$ cat src/design/afb_pkg.sv
package afb_pkg;

	// Fixed bytes of a local AT-command API frame.
	localparam logic [7:0] START_DELIM  = 8'h7E;
	localparam logic [7:0] LEN_HIGH     = 8'h00;
	localparam logic [7:0] API_AT_CMD   = 8'h08;
	localparam logic [7:0] FRAME_ID_RST = 8'hA1;
	localparam logic [7:0] CSUM_INIT    = 8'hFF;
	localparam logic [7:0] LEN_BASE     = 8'd4;

	// Input command codes.
	localparam logic CMD_BEGIN  = 1'b0;
	localparam logic CMD_OPTION = 1'b1;

	localparam int MAX_BYTES = 8;

	// All bytes caused by one request, first byte in bytes[0].
	typedef struct packed {
		logic [3:0]                cnt;
		logic                      has_end;
		logic [MAX_BYTES-1:0][7:0] bytes;
	} afb_rec_t;

endpackage

$ cat src/design/afb_encode.sv
module afb_encode import afb_pkg::*; #(
	parameter int MAX_OPTIONS = 64
) (
	input  logic           clk,
	input  logic           arst_n,
	input  logic           in_valid,
	output logic           in_ready,
	input  logic           command,
	input  logic [7:0]     at_char0,
	input  logic [7:0]     at_char1,
	input  logic [6:0]     option_count,
	input  logic [7:0]     option_byte,
	output logic           rec_valid,
	output afb_rec_t       rec,
	input  logic           rec_take
);

	logic [7:0] frame_counter_q;
	logic [7:0] checksum_q;
	logic [6:0] options_left_q;
	logic       rec_valid_s1;
	afb_rec_t   rec_s1;

	logic       in_acc;
	logic [6:0] count_sat;
	logic [7:0] id_inc;
	logic [7:0] id_next;
	logic [7:0] csum_begin;
	logic [7:0] csum_opt;
	afb_rec_t   rec_d;
	logic [7:0] ctr_d;
	logic [7:0] csum_d;
	logic [6:0] left_d;

	assign in_ready = !rec_valid_s1 || rec_take;
	assign in_acc   = in_valid && in_ready;

	always_comb begin
		if (int'(option_count) > MAX_OPTIONS) begin
			count_sat = 7'(MAX_OPTIONS);
		end else begin
			count_sat = option_count;
		end
	end

	// The frame id never takes zero: 0xFF steps to 0x01.
	assign id_inc     = frame_counter_q + 8'd1;
	assign id_next    = (id_inc == 8'd0) ? 8'd1 : id_inc;
	assign csum_begin = CSUM_INIT - API_AT_CMD - id_next - at_char0 - at_char1;
	assign csum_opt   = checksum_q - option_byte;

	always_comb begin
		rec_d   = '0;
		ctr_d   = frame_counter_q;
		csum_d  = checksum_q;
		left_d  = options_left_q;
		unique case (command)
			CMD_BEGIN: begin
				rec_d.bytes[0] = START_DELIM;
				rec_d.bytes[1] = LEN_HIGH;
				rec_d.bytes[2] = LEN_BASE + 8'(count_sat);
				rec_d.bytes[3] = API_AT_CMD;
				rec_d.bytes[4] = id_next;
				rec_d.bytes[5] = at_char0;
				rec_d.bytes[6] = at_char1;
				rec_d.bytes[7] = csum_begin;
				rec_d.has_end  = (count_sat == 7'd0);
				rec_d.cnt      = (count_sat == 7'd0) ? 4'd8 : 4'd7;
				ctr_d          = id_next;
				csum_d         = csum_begin;
				left_d         = count_sat;
			end
			CMD_OPTION: begin
				// An option outside a frame gives no bytes and leaves the state alone.
				if (options_left_q != 7'd0) begin
					rec_d.bytes[0] = option_byte;
					rec_d.bytes[1] = csum_opt;
					rec_d.has_end  = (options_left_q == 7'd1);
					rec_d.cnt      = (options_left_q == 7'd1) ? 4'd2 : 4'd1;
					csum_d         = csum_opt;
					left_d         = options_left_q - 7'd1;
				end
			end
			default: begin
			end
		endcase
	end

	always_ff @(posedge clk or negedge arst_n) begin
		if (!arst_n) begin
			frame_counter_q <= FRAME_ID_RST;
			checksum_q      <= CSUM_INIT;
			options_left_q  <= '0;
			rec_valid_s1    <= 1'b0;
		end else begin
			if (in_acc) begin
				frame_counter_q <= ctr_d;
				checksum_q      <= csum_d;
				options_left_q  <= left_d;
			end
			if (in_acc && rec_d.cnt != 4'd0) begin
				rec_valid_s1 <= 1'b1;
			end else if (rec_take) begin
				rec_valid_s1 <= 1'b0;
			end
		end
	end

	always_ff @(posedge clk) begin
		if (in_acc) begin
			rec_s1 <= rec_d;
		end
	end

	assign rec_valid = rec_valid_s1;
	assign rec       = rec_s1;

endmodule

$ cat src/design/afb_serial.sv
module afb_serial import afb_pkg::*; (
	input  logic       clk,
	input  logic       arst_n,
	input  logic       rec_valid,
	input  afb_rec_t   rec,
	output logic       rec_take,
	output logic       out_valid,
	input  logic       out_ready,
	output logic [7:0] frame_byte,
	output logic       frame_end
);

	afb_rec_t   rec_q;
	logic [2:0] idx_q;
	logic       busy_q;
	logic       last;
	logic       load_ok;

	assign last     = (idx_q == 3'(rec_q.cnt - 4'd1));
	assign load_ok  = !busy_q || (out_ready && last);
	assign rec_take = rec_valid && load_ok;

	assign out_valid  = busy_q;
	assign frame_byte = rec_q.bytes[idx_q];
	assign frame_end  = last && rec_q.has_end;

	always_ff @(posedge clk or negedge arst_n) begin
		if (!arst_n) begin
			busy_q <= 1'b0;
			idx_q  <= '0;
		end else if (rec_take) begin
			busy_q <= 1'b1;
			idx_q  <= '0;
		end else if (busy_q && out_ready) begin
			if (last) begin
				busy_q <= 1'b0;
			end else begin
				idx_q <= idx_q + 3'd1;
			end
		end
	end

	always_ff @(posedge clk) begin
		if (rec_take) begin
			rec_q <= rec;
		end
	end

endmodule

$ cat src/design/at_command_frame_builder_top.sv
// AT-command API frame builder. Each input request is either a begin (command 0),
// carrying two AT command characters and an option count, or one option byte
// (command 1). A begin emits 0x7E, 0x00, the length (4 plus the option count,
// saturated at MAX_OPTIONS), 0x08, the frame id and both characters, followed
// by the checksum when there are no options. Each option emits its byte, and
// the last option also emits the checksum, flagged by frame_end. The checksum
// is 0xFF minus the byte sum of 0x08, the frame id, the characters and the
// options. The frame id starts at 0xA1, is incremented before each frame and
// skips zero. Option requests outside a frame are dropped silently, and a
// begin in the middle of a frame abandons that frame. One request is taken per
// cycle while in_ready is high, and the output delivers one byte per cycle
// while out_ready is high; a begin yields seven or eight bytes and an option one
// or two. A request is accepted while the previous one is still being shifted
// out, because a holding register sits between the encoder and byte serializer.
module at_command_frame_builder_top import afb_pkg::*; #(
	parameter int MAX_OPTIONS = 64
) (
	input  logic       clk,
	input  logic       arst_n,
	input  logic       in_valid,
	output logic       in_ready,
	input  logic       command,
	input  logic [7:0] at_char0,
	input  logic [7:0] at_char1,
	input  logic [6:0] option_count,
	input  logic [7:0] option_byte,
	output logic       out_valid,
	input  logic       out_ready,
	output logic [7:0] frame_byte,
	output logic       frame_end
);

	logic     rec_valid;
	afb_rec_t rec;
	logic     rec_take;

	// The encoder updates frame id, checksum and option count and registers
	// every byte the request causes.
	afb_encode #(
		.MAX_OPTIONS (MAX_OPTIONS)
	) u_encode (
		.clk          (clk),
		.arst_n       (arst_n),
		.in_valid     (in_valid),
		.in_ready     (in_ready),
		.command      (command),
		.at_char0     (at_char0),
		.at_char1     (at_char1),
		.option_count (option_count),
		.option_byte  (option_byte),
		.rec_valid    (rec_valid),
		.rec          (rec),
		.rec_take     (rec_take)
	);

	// The serializer hands those bytes out one per cycle while out_ready is high
	// and reloads on the cycle its last byte is taken.
	afb_serial u_serial (
		.clk        (clk),
		.arst_n     (arst_n),
		.rec_valid  (rec_valid),
		.rec        (rec),
		.rec_take   (rec_take),
		.out_valid  (out_valid),
		.out_ready  (out_ready),
		.frame_byte (frame_byte),
		.frame_end  (frame_end)
	);

endmodule
$ cat config.mk
export PLATFORM = sky130hd
export DESIGN_NAME = at_command_frame_builder_top
export DESIGN_NICKNAME = d
export VERILOG_FILES = /design/src/design/afb_pkg.sv /design/src/design/afb_encode.sv /design/src/design/afb_serial.sv /design/src/design/at_command_frame_builder_top.sv
export SDC_FILE = /design/constraint.sdc
export NUM_CORES = 1
export LEC_CHECK = 0
export ABC_AREA = 1
export BUFFER_PORTS_ARGS = -buffer_cell sky130_fd_sc_hd__buf_2
export CAP_MARGIN = 30
export CORE_ASPECT_RATIO = 0.5
export CORE_MARGIN = 1
export CORE_UTILIZATION = 65
export CTS_CLUSTER_DIAMETER = 40
export CTS_CLUSTER_SIZE = 14
export DETAILED_ROUTE_END_ITERATION = 6
export PLACE_DENSITY = 0.85
export SYNTH_ARGS = -nofsm -noshare
export SYNTH_HDL_FRONTEND = slang
export SYNTH_SLANG_ARGS = --single-unit
$ cat constraint.sdc
create_clock -name clk -period 5.9 [get_ports clk]
set_clock_uncertainty 0.05 [all_clocks]
set_input_delay 0.885 -clock clk [delete_from_list [all_inputs] [get_ports clk]]
set_output_delay 0.885 -clock clk [all_outputs]
set_load 0.02 [all_outputs]
==> results.yml, run 1 <==
status:
  status: "finished, final reports clean"
clocking:
  clock_latency_ns: 0.42
  cts_setup_buffers: 0
  ctsResizeCount: 0
  tritoncts: "built"
  cts_buffer_depth: 2
  root_buffer: "clkbuf_16"
  numCtsBuffers: 17
  htree_levels: 4
  cts-hold-fix-buffers: 0
  clkSinkCount: 150
  clkTransAtPathRegs_ns: 0.06
synthesis:
  ys.flop_type: "edfxtp_1"
  ys_top_cells_by_area: "edfxtp_1 50%, dfrtp_1 5.8%, nor2_1 5.7%"
  synth_top_area_cell: "edfxtp_1"
  async_flop_share_pct: 18.7
  synth_area_mm2: 0.00730
  synth_top_area_share_pct: 50.2
  ys_seq_elements: 150
  yosys_warnings: 0
  yosysSeqAreaShare_pct: 60.0
  syn_area_per_cell_um2: 10.6
  syn_nets: 760
  synth_cell_types: 39
  synth_edf_count: 122
  postSynthCellCount: 690
grt:
  grt_pass1_vias: 5078
  grt_usage_pct: 31.5
  grt_max_degree: 62
  grt_antenna_before_repair: 1
  overflow: 0
  grt_pass1_wl_mm: 27.2
floorplanning:
  fp-row-count: 26
  dieHeight_um: 76.9
  ios: 47
  initial_core_util_pct: 69.3
  die_area_mm2: 0.0117
  core_mm2: 0.0105
  die_w_um: 152
place:
  detailed_place_hpwl_mm: 11.6
  place.gp.congestion: 0.961
  numPortBuffers: 46
worst_hold_path:
  hp-start: "u_encode.rec[53]"
  hold_path.class: "reg -> reg"
critical_path:
  endpoint_kind: "flop"
  critical_path_class: "reg -> reg"
  path_delay_family: "adder cells"
  startpoint: "u_encode.frame_counter_q[0]"
  arrival_ns: 4.26
  slowest_delay_ns: 0.57
  worstSetupStartpointType: "flop"
  cp.required_ns: 6.02
  crit_path_max_fanout: 5
  worstPathCellList: "ha_1 > nand2_1 > inv_1 > nand2_1 > xor2_1 > inv_1 > nor2_1 > nand3_1 > nand2_1 > inv_1 > fa_1 > fa_1 > ha_1 > fa_1 > nand2_1 > inv_1 > o21ai_0 > nand2_1 > or2_2 > nand3_1 > inv_1"
  path_buf_inv: 5
  crit_slowest_cell: "dfstp_2"
  r2r-start: "u_encode.frame_counter_q[0]"
flow_run:
  drv_cap: 0
cells_and_area:
  multi_input_area_mm2: 0.00240
  n_antenna_cell: 0
  regArea_mm2: 0.00438
  syn2layout_area_growth_pct: 12.3
  fill_cells: 601
  post-route-util_pct: 77.8
  drive_gt1_share_pct: 18.4
  layout.nets: 809
detailed_routing:
  drtIter0Drc: 899
  ant_nets: 0
  via_count: 5333
  drc_errors: 0
  dr.pass1.iters: 6
  wl_per_cell_um: 19.4
  viasPerCell: 5.98
  routed_wl_mm: 17.3
timing:
  maxSlewHeadroom_pct: 35.8
  rsz0062_at_grt: "no"
  max_clock_freq_mhz: 241
  drv_slew: 0
  fin_tns_setup_ns: 0
  setup_viol: 0
  finalHoldViolations: 0
  fin_crit_ns: 4.14
  timing.final.crit_share_pct: 70.2
  worst_pin_slew_ns: 0.963
pwr:
  ir_drop_v: 0.000278
  p_leak_nw: 3.51
  power_density_mw_per_mm2: 535
registers in the layout, indices dropped and copies added (netlist names):
name	flops
u_encode.checksum_q	8
u_encode.rec	61
u_serial.idx_q	3
u_encode.rec_valid	1
u_serial.out_valid	1
u_encode.options_left_q	7
u_encode.frame_counter_q	8
u_serial.rec_q	61
cells in the mapped netlist (all sizes together) (7+ instances only):
library cell / number
o22ai: 10
a31oi: 9
a21oi: 15
inv: 102
xor2: 9
nand3: 24
nand4: 7
edfxtp: 122
dfrtp: 17
nand2: 117
clkbuf: 13
nor2: 110
ha: 25
dfstp: 11
o21ai: 64
fa: 9
report_power, final:
| part | total (mW) | switching [mW] | internal (mW) |
|---|---|---|---|
| Clock | 1.06 | 0.463 | 0.593 |
| Combinational | 1.68 | 1.14 | 0.541 |
| Sequential | 1.65 | 0.144 | 1.50 |
layout by cell type, fill, tap and decap left out, types with 2 or more instances in the layout:
cell type,count
a21oi_1,14
a31oi_1,9
buf_2,46
buf_4,2
clkbuf_16,17
clkinv_1,3
clkinv_2,3
clkinv_4,2
dfrtp_1,17
dfstp_2,11
edfxtp_1,122
fa_1,9
ha_1,25
inv_1,97
inv_2,3
inv_6,4
inv_8,5
nand2_1,101
nand2_2,15
nand3_1,21
nand3_4,3
nand4_1,7
nor2_1,110
nor3_1,3
o211ai_1,2
o21ai_0,47
o21ai_2,17
o22ai_1,10
or2_2,4
xnor2_1,3
xor2_1,9
worst register-to-register path, delay by kind of cell (launching register included):
family                     cells  cell delay [ns]
AOI/OAI and AO/OA              1             0.13
xor gates and xnor gates       1             0.27
adders and majority gates      5             1.53
buffers and inverters          5             0.38
DFF                            1             0.57
and+or+nand+nor                9             0.94
cells by family after synthesis:
logic type,synth area share (%)
AOI/OAI and AO/OA,8.86
xor gates and xnor gates,1.44
adders and majority gates,6.75
buffers and inverters,7.20
DFF,60.0
other,0.0514
and+or+nand+nor,15.7
metal layers:
layer	vias to the layer above	share of wire (%)	wire length [um]	global-route usage, %
li1	2401	-	-	-
met1	2497	41	7120	45.3
met2	398	44	7620	46.5
met3	35	13	2300	8.59
met4	2	1.7	291	10.7
met5	-	0.075	13	0
final cells by class:
class,count,share of cell area (%)
clock buffer,17,5.19
timing repair buffer,49,3.33
inverter,104,4.92
sequential,150,53.4
tap,140,2.14
clock inverter,15,1.77
multi-input combinational,417,29.2
through the flow:
stage                     power [mW]  worst slack (ns)  hold slack, ns  instance area, um^2  cells
after global placement          3.18              1.97           0.351                 7600    859
after floorplan                 2.82              2.14           0.350                 7300    690
after CTS                       4.33              1.78           0.368                 8170    891
after global routing            4.63              1.38           0.370                 8200    892
after detailed placement        3.25              1.79           0.355                 7600    859
final                           4.39              1.76           0.370                 8200    892
final timing paths:
check / end / depth (start not counted) / slack [ns]
max: u_encode.rec[62] / 21 / 1.76
max in group asynchronous: u_serial.out_valid / 1 / 4.87
max reg2reg: u_encode.rec[62] / 21 / 1.76
min: u_serial.rec_q[53] / 0 / 0.37
min reg2reg: u_serial.rec_q[53] / 0 / 0.37
min in group asynchronous: u_encode.frame_counter_q[4] / 1 / 0.46
Note: power is estimated with default switching activity, not from simulation.
==> run 2, diff against run 1 <==
--- a/config.mk
+++ b/config.mk
@@ -10,11 +10,11 @@
 export CAP_MARGIN = 30
 export CORE_ASPECT_RATIO = 0.5
 export CORE_MARGIN = 1
-export CORE_UTILIZATION = 65
+export CORE_UTILIZATION = 55
 export CTS_CLUSTER_DIAMETER = 40
 export CTS_CLUSTER_SIZE = 14
 export DETAILED_ROUTE_END_ITERATION = 6
-export PLACE_DENSITY = 0.85
+export PLACE_DENSITY = 0.76
 export SYNTH_ARGS = -nofsm -noshare
 export SYNTH_HDL_FRONTEND = slang
 export SYNTH_SLANG_ARGS = --single-unit
==> constraint.sdc (replaced) <==
create_clock -name clk -period 3.8 [get_ports clk]
set_clock_uncertainty 0.05 [all_clocks]
set_input_delay 0.57 -clock clk [delete_from_list [all_inputs] [get_ports clk]]
set_output_delay 0.57 -clock clk [all_outputs]
set_load 0.02 [all_outputs]
==> run 2 against run 1 <==
Compared with the run above:
- sequential power is 55% higher
- sequential cell count stayed put
- die area is 18% higher
- fmax is 11% higher
- non-clock buffer count is 12 higher
- utilization is 12 points lower
- wire length is 9.1% lower
==> results.yml, run 2 (synthesis results as in run 1) <==
critical_path:
  crit_path_max_fanout: 2
  endpoint_kind: "flop"
  critical_path_class: "reg -> reg"
  slowest_delay_ns: 0.56
  worstPathCellList: "ha_4 > nand2_2 > inv_2 > nand4_1 > xor2_1 > nor2_1 > nand3_1 > nand2_2 > inv_2 > fa_2 > fa_2 > ha_4 > fa_2 > nand2_2 > inv_2 > o21ai_2 > nand2_1 > or2_4 > nand3_4 > inv_2"
  crit_slowest_cell: "dfstp_2"
  cpMostUsedCell: "inv_2"
  worstSetupStartpointType: "flop"
  cp.required_ns: 3.93
  arrival_ns: 3.86
floorplanning:
  dieHeight_um: 83.5
  fp-row-count: 29
  core_mm2: 0.0128
  die_w_um: 165
  die_area_mm2: 0.0138
  ios: 47
  initial_core_util_pct: 57.0
place:
  place.gp.congestion: 0.919
  preCtsSetupSlack_ns: -0.132
  detailed_place_hpwl_mm: 10.8
  numPortBuffers: 46
detailed_routing:
  ant_nets: 0
  viasPerCell: 5.50
  dr.pass1.iters: 5
  routed_wl_mm: 15.8
  drtIter0Drc: 611
  via_count: 5141
  wl_per_cell_um: 16.9
  drc_errors: 0
grt:
  grt_max_degree: 62
  grt_pass1_wl_mm: 24.6
  grt_use_met1_pct: 38.1
  grt_use_met3_pct: 6.11
  overflow: 0
  grt_antenna_before_repair: 1
  grt_usage_pct: 24.5
  grt_busiest_layer: "met1"
  gr-usage-met2_pct: 33.8
  grt_pass1_vias: 4708
timing:
  whs_ns: 0.137
  worst_pin_slew_ns: 1.06
  drv_slew: 0
  maxSlewHeadroom_pct: 29.5
  rsz0062_at_grt: "yes"
  timing.final.crit_share_pct: 98.1
  fin_ws_ns: 0.0731
  fin_crit_ns: 3.73
  finalHoldViolations: 0
  setup_viol: 0
  fin_tns_setup_ns: 0
  max_clock_freq_mhz: 268
flow_run:
  drv_cap: 0
cells_and_area:
  n_antenna_cell: 0
  drive_gt1_share_pct: 22.3
  layout.nets: 821
  final_cell_mix: "122 x edfxtp_1, 109 x nor2_1, 95 x nand2_1, 93 x inv_1"
  fill_cells: 954
  syn2layout_area_growth_pct: 15.5
  final_common_cell: "edfxtp_1"
clocking:
  cts_buffer_depth: 2
  tritoncts: "built"
  root_buffer: "clkbuf_16"
  htree_levels: 4
  numCtsBuffers: 17
  cts-hold-fix-buffers: 0
  clkTransAtPathRegs_ns: 0.07
  clock_latency_ns: 0.42
  clkSinkCount: 150
pwr:
  p_leak_nw: 3.57
  ir_drop_v: 0.000412
  power_density_mw_per_mm2: 827
worst_hold_path:
  hold_path.class: "in -> async"
status:
  status: "finished, final reports clean"
==> run 2: per-layer routing <==
layer  share of wire [%]  vias up
met5                0.11        -
met4                 1.1        2
met3                 9.3       18
met2                  42      252
met1                  47     2447
li1                    -     2422
==> run 2: timing repair <==
| item | 4_1_cts | 5_1_grt |
|---|---|---|
| buffers inserted | 3 | 3 |
| pin swaps | 1 | 15 |
| resized for setup | 5 | 20 |
| endpoints found under the setup margin | 2 | 5 |
==> run 2: worst paths after layout <==
| path | start | cells after the start | to | slack [ns] |
|---|---|---|---|---|
| min | arst_n | 1 | u_serial.out_valid | 0.14 |
| min in group clk | u_encode.rec[20] | 0 | u_serial.rec_q[20] | 0.36 |
| max in group asynchronous | arst_n | 1 | u_encode.options_left_q[0] | 3.09 |
| max reg2reg | u_encode.frame_counter_q[0] | 20 | u_encode.rec[62] | 0.07 |
| min reg2reg | u_encode.rec[20] | 0 | u_serial.rec_q[20] | 0.36 |
| max | u_encode.frame_counter_q[0] | 20 | u_encode.rec[62] | 0.07 |
==> run 2: per-stage QoR <==
step / cell area [um^2] / total power [mW] / util, % / cells
5_1_grt: 8430 / 7.38 / 65.8 / 934
6_report: 8430 / 6.97 / 65.8 / 934
3_5_place_dp: 7710 / 5.08 / 60.2 / 896
2_1_floorplan: 7300 / 4.37 / - / 690
3_3_place_gp: 7710 / 5.00 / 60.2 / 896
4_1_cts: 8340 / 6.81 / 65.1 / 931
==> run 2: area by class of cell <==
class	instances	area (um^2)	area share, %
clock buffer	18	429	5.09
sequential	150	4380	51.9
clock inverter	14	160	1.90
multi-input combinational	417	2480	29.4
tap	170	213	2.52
timing repair buffer	61	368	4.36
inverter	104	403	4.78
==> run 2: report_power, final <==
part / leakage (nW) / switching [mW] / internal [mW]
clock network: 0.287 / 0.720 / 0.935
logic: 1.83 / 1.78 / 0.983
registers: 1.45 / 0.222 / 2.33
==> run 2: worst max-delay path, delay by kind of cell, from the launching register on <==
kind | cells | cell delay (ns)
buf+inv | 4 | 0.21
compound gates | 1 | 0.12
xor+xnor | 1 | 0.19
fa+ha+maj | 5 | 1.44
simple gates | 9 | 0.93
flops | 1 | 0.56
